### src/rtl/tfn_pkg.sv
// Shared types and fixed widths for the triangle face normal pipeline.
// No dependencies; every other file in rtl/ imports this package.
`default_nettype none
package tfn_pkg;
    localparam int COORD_W = 16;
    localparam int FRAC_W  = 15;
    localparam int OUT_W   = 16;
    localparam int DIFF_W  = COORD_W + 1;
    localparam int PROD_W  = 2 * DIFF_W;
    localparam int CROSS_W = PROD_W + 1;
    localparam int MAG_W   = PROD_W;
    localparam int SQ_W    = 2 * MAG_W;
    localparam int T_SHIFT = 2 * FRAC_W + 2;
    localparam int RES_W   = SQ_W + T_SHIFT + 2;
    localparam int Y_W     = SQ_W + FRAC_W + 3;
    localparam int R_W     = FRAC_W + 1;
    // cross: 3 stages, prep: 3 stages, one per result bit, one output stage
    localparam int LATENCY = 3 + 3 + R_W + 1;

    typedef struct packed {
        logic signed [COORD_W-1:0] a_x;
        logic signed [COORD_W-1:0] a_y;
        logic signed [COORD_W-1:0] a_z;
        logic signed [COORD_W-1:0] b_x;
        logic signed [COORD_W-1:0] b_y;
        logic signed [COORD_W-1:0] b_z;
        logic signed [COORD_W-1:0] c_x;
        logic signed [COORD_W-1:0] c_y;
        logic signed [COORD_W-1:0] c_z;
        logic                      last_in;
    } t_tri_word;

    typedef struct packed {
        logic signed [OUT_W-1:0] normal_x;
        logic signed [OUT_W-1:0] normal_y;
        logic signed [OUT_W-1:0] normal_z;
        logic                    degenerate;
        logic                    last_out;
    } t_norm_word;

    // control that rides along with each pipeline stage
    typedef struct packed {
        logic valid;
        logic last;
        logic degen;
    } t_ctl;
endpackage
`default_nettype wire

### src/rtl/tfn_round_stage.sv
// One result bit of the exactly rounded quotient m * 2^F / sqrt(S), all lanes.
// Keeps R = m^2 * 2^(2F+2) - q^2 * S and Y = q * S with q = 2r - 1. Uses tfn_pkg.
`default_nettype none
module tfn_round_stage #(
    parameter int BIT = 0
) (
    input  logic                             i_clk,
    input  logic                             i_rst_n,
    input  tfn_pkg::t_ctl                    i_ctl,
    input  logic        [tfn_pkg::SQ_W-1:0]  i_s,
    input  logic signed [tfn_pkg::Y_W-1:0]   i_y [3],
    input  logic signed [tfn_pkg::RES_W-1:0] i_res [3],
    input  logic        [tfn_pkg::R_W-1:0]   i_r [3],
    input  logic                             i_neg [3],
    output tfn_pkg::t_ctl                    o_ctl,
    output logic        [tfn_pkg::SQ_W-1:0]  o_s,
    output logic signed [tfn_pkg::Y_W-1:0]   o_y [3],
    output logic signed [tfn_pkg::RES_W-1:0] o_res [3],
    output logic        [tfn_pkg::R_W-1:0]   o_r [3],
    output logic                             o_neg [3]
);
    import tfn_pkg::*;

    t_ctl r_ctl;
    logic [SQ_W-1:0]         r_s;
    logic signed [Y_W-1:0]   r_y [3];
    logic signed [RES_W-1:0] r_res [3];
    logic [R_W-1:0]          r_r [3];
    logic                    r_neg [3];
    logic signed [RES_W-1:0] n_cand [3];
    logic signed [RES_W-1:0] s_res;
    logic signed [Y_W-1:0]   s_y;

    always_ff @(posedge i_clk) begin
        if (!i_rst_n) begin
            r_ctl <= '0;
        end else begin
            r_ctl <= i_ctl;
        end
    end

    // trial: raising r by 2^BIT raises q by 2^(BIT+1)
    always_comb begin
        s_res = signed'(RES_W'(i_s));
        s_y   = signed'(Y_W'(i_s));
        for (int i = 0; i < 3; i++) begin
            n_cand[i] = i_res[i] - (RES_W'(i_y[i]) <<< (BIT + 2))
                      - (s_res <<< (2 * BIT + 2));
        end
    end

    always_ff @(posedge i_clk) begin
        r_s <= i_s;
        for (int i = 0; i < 3; i++) begin
            r_neg[i] <= i_neg[i];
            if (!n_cand[i][RES_W-1]) begin
                r_res[i] <= n_cand[i];
                r_y[i]   <= i_y[i] + (s_y <<< (BIT + 1));
                r_r[i]   <= i_r[i] | (R_W'(1) << BIT);
            end else begin
                r_res[i] <= i_res[i];
                r_y[i]   <= i_y[i];
                r_r[i]   <= i_r[i];
            end
        end
    end

    assign o_ctl = r_ctl;
    assign o_s   = r_s;
    assign o_y   = r_y;
    assign o_res = r_res;
    assign o_r   = r_r;
    assign o_neg = r_neg;
endmodule
`default_nettype wire

### config.mk
export PLATFORM = sky130hd
export DESIGN_NAME = tfn_round_stage
export DESIGN_NICKNAME = d
export VERILOG_FILES = /design/src/rtl/tfn_pkg.sv /design/src/rtl/tfn_round_stage.sv
export SDC_FILE = /design/constraint.sdc
export NUM_CORES = 2
export LEC_CHECK = 0
export ABC_AREA = 0
export BUFFER_PORTS_ARGS = -buffer_cell sky130_fd_sc_hd__buf_2
export CAP_MARGIN = 10
export CORE_AREA = 5 5 530 532
export CTS_CLUSTER_DIAMETER = 30
export DETAILED_ROUTE_END_ITERATION = 10
export DIE_AREA = 0 0 535 537
export PLACE_DENSITY = 0.47
export SLEW_MARGIN = 5
export SYNTH_ARGS = -nofsm -noshare
export SYNTH_HDL_FRONTEND = slang
export SYNTH_SLANG_ARGS = --single-unit
### constraint.sdc
create_clock -name i_clk -period 13 [get_ports i_clk]
set_clock_uncertainty 0.15 [all_clocks]
set_input_delay 2.6 -clock i_clk [delete_from_list [all_inputs] [get_ports i_clk]]
set_output_delay 2.6 -clock i_clk [all_outputs]
set_load 0.01 [all_outputs]
==> flow_summary.json <==
{
  "timing.max_cap.violations": 0,
  "synth-seq-area-share": 0.240,
  "synth-edff-count": 0,
  "yosysTopAreaCellShare": 0.240,
  "ys_top_cells_by_count": "nand2_1 (916), inv_1 (697), dfxtp_1 (686)",
  "synthTopCellsByArea": "dfxtp_1 (24%), ha_1 (13%), fa_1 (7.3%), nand2_1 (6.0%), a21oi_1 (5.5%)",
  "min_path_cells": 1,
  "cts_buffer_depth": 4,
  "p_int_mw": 8.84,
  "cts.sinks": 686,
  "post_synth_inst_count": 7266,
  "cts-root-buf": "clkbuf_16",
  "synth_most_common_cell": "nand2_1",
  "arrival_ns": 8.85,
  "dp_hpwl_um": 318000,
  "worst_hold_path.endpoint": "o_r[5]",
  "layout-drive-gt1-share": 0.218,
  "slew_violations": 0,
  "dpl_cell_area_um2": 67500,
  "grt_usage": 0.242,
  "grt_pass1_vias": 60100,
  "netlist_area_um2": 57200,
  "relSlewSlack": 0.0311,
  "yosys.area.top_type": "dfxtp_1",
  "crit_fanout": 174,
  "finalSetupViolCount": 0,
  "clock.fmax_mhz": 121,
  "drtIter0Drc": 4784,
  "leakage_nw": 35.7,
  "final-seq-area_um2": 13700,
  "hp-class": "in2reg",
  "synth_cell_types": 92,
  "async_reset_ff_frac": 0,
  "swShare": 0.410,
  "syn-num-nets": 8761,
  "fillCellCount": 30300,
  "dpl_worst_slack_ns": 3.68,
  "grt_setup_unrepaired": "false",
  "post-route-period-util": 0.637,
  "htree_levels": 4,
  "max_slew.worst_pin.slew_ns": 1.44,
  "via_count": 60300,
  "power.switching_mw": 6.15,
  "nNetsFinal": 10100,
  "wirelength_um": 364000,
  "p_comb_frac": 0.402,
  "finalSetupTns_ns": 0,
  "multiInputGateArea_um2": 39300,
  "grt_max_degree": 175,
  "yosysWarnings": 0,
  "num_rows": 193,
  "cp.required_ns": 13.57,
  "wl_per_cell_um": 29.1,
  "pwr-share-clk": 0.385,
  "die_h_um": 537,
  "holdCritStartpoint": "i_r[5]",
  "p_per_area_nw_per_um2": 198,
  "cts_repair_resize_count": 0,
  "grt_overflow": 0,
  "cp-start-kind": "input pin",
  "die_w_um": 535,
  "areaGrowthSynthToFinish_pct": 32.4,
  "coreArea_um2": 276000,
  "clk_pin_slew_ns": 0.05,
  "dr.pass1.iters": 5,
  "synth_flop_cell": "dfxtp_1",
  "peakVddDrop_uv": 125,
  "gp_congestion": 0.974,
  "ys_ff_latch": 686,
  "worst_slack_ns": 4.72,
  "avgSynthCellArea_um2": 7.87,
  "cts_hold_buf": 0,
  "critPathKind": "in2reg",
  "grt_pass1_wl_um": 489000,
  "post_cts_buffers": 0,
  "seqPwrFrac": 0.213,
  "dieArea_um2": 287000,
  "io_buffers": 1373,
  "via_per_inst": 4.82,
  "ios": 1374,
  "cts_buffers": 222,
  "antenna_found_initial": 159,
  "cts_tree": "done",
  "status": "complete, no violations",
  "drc": 0,
  "fin_crit_ns": 8.28,
  "end_kind": "flop",
  "power_mw": 15.0,
  "initial_core_util": 0.207,
  "ant_nets": 0,
  "fin_area_um2": 75700,
  "finalHoldViolCount": 0
}
## power by group through the flow
stage	logic [mW]	clock network [mW]	registers (mW)
after CTS	6.11	5.89	3.21
after global routing	6.53	6.01	3.24
after detailed placement	6.07	0	3.22
after floorplan	2.94	0	3.41
after global placement	6.09	0	3.25
final	6.02	5.77	3.19
## placed cells by master, fill, tap and decap left out, drive strengths merged, types with 35 or more instances in the layout
cell type,count
o21a,48
and3,50
fa,207
a31oi,59
nand2b,54
nor2b,52
buf,1413
diode,39
a211oi,35
o31ai,37
o211ai,35
o21ai,786
nand2,916
and2,42
bufinv,37
a21oi,629
a21o,317
nor2,301
ha,600
inv,720
clkbuf,266
dfxtp,686
nand4,176
xor2,219
o21bai,105
clkinv,58
xnor2,320
nor3,81
nand3,115
## layout make-up
cell class | count | area share
sequential | 686 | 0.181
tap | 3705 | 0.0613
antenna | 39 | 0.00129
clock inverter | 145 | 0.0266
timing repair buffer | 1413 | 0.0954
clock buffer | 266 | 0.0796
inverter | 697 | 0.0346
multi-input combinational | 5546 | 0.520
## worst max-delay path by stage
| stage | start | end | slack (ns) |
|---|---|---|---|
| floorplan | i_s[15] | o_res[60] | 6.49 |
| global placement | i_s[65] | o_y[5] | 3.67 |
| detailed placement | i_s[65] | o_y[5] | 3.68 |
| CTS | i_s[65] | o_y[5] | 4.58 |
| global route | i_s[1] | o_res[149] | 4.44 |
| finish | i_s[1] | o_res[143] | 4.72 |
## through the flow
| step | hold slack, ns | util | std cells |
|---|---|---|---|
| finish | 1.69 | 0.275 | 12500 |
| global route | 1.63 | 0.274 | 12500 |
| global placement | 2.55 | 0.245 | 12000 |
| detailed placement | 2.55 | 0.245 | 12000 |
| floorplan | 2.48 | - | 7266 |
| CTS | 1.59 | 0.274 | 12500 |
## state kept, by name, indices dropped and copies added, names as in the netlist
register  flops
o_res       306
o_neg         3
o_r          48
o_ctl         3
o_s          68
o_y         258
## cells by family (layout without fill, tap and decap cells)
family / Yosys count / after routing / share of synthesized area
simple gates: 1889 / 1889 / 0.151
xor+xnor: 539 / 539 / 0.0829
flops: 686 / 686 / 0.240
mux: 28 / 28 / 0.00549
other cells: 0 / 39 / 0
compound gates: 2283 / 2283 / 0.244
buf+inv: 1034 / 2521 / 0.0724
fa+ha+maj: 807 / 807 / 0.204
## layer usage
metal / share of wire / GRT usage
met3: 0.068 / 0.0496
met5: 0.0012 / 0
met2: 0.50 / 0.436
met1: 0.39 / 0.277
met4: 0.046 / 0.0982
## worst max-delay path: stages
cell	delay, ns
buf_2	0.24
inv_1	0.26
fa_1	0.62
ha_1	0.24
o21ai_0	0.48
a22oi_1	0.23
a22oi_1	0.47
o211ai_1	0.24
a21oi_1	0.52
o211ai_2	0.34
a31o_2	0.42
or3_4	0.40
nand4_4	0.11
buf_12	0.40
buf_12	0.50
mux2_2	0.41
Note: power is estimated with default switching activity, not from simulation.
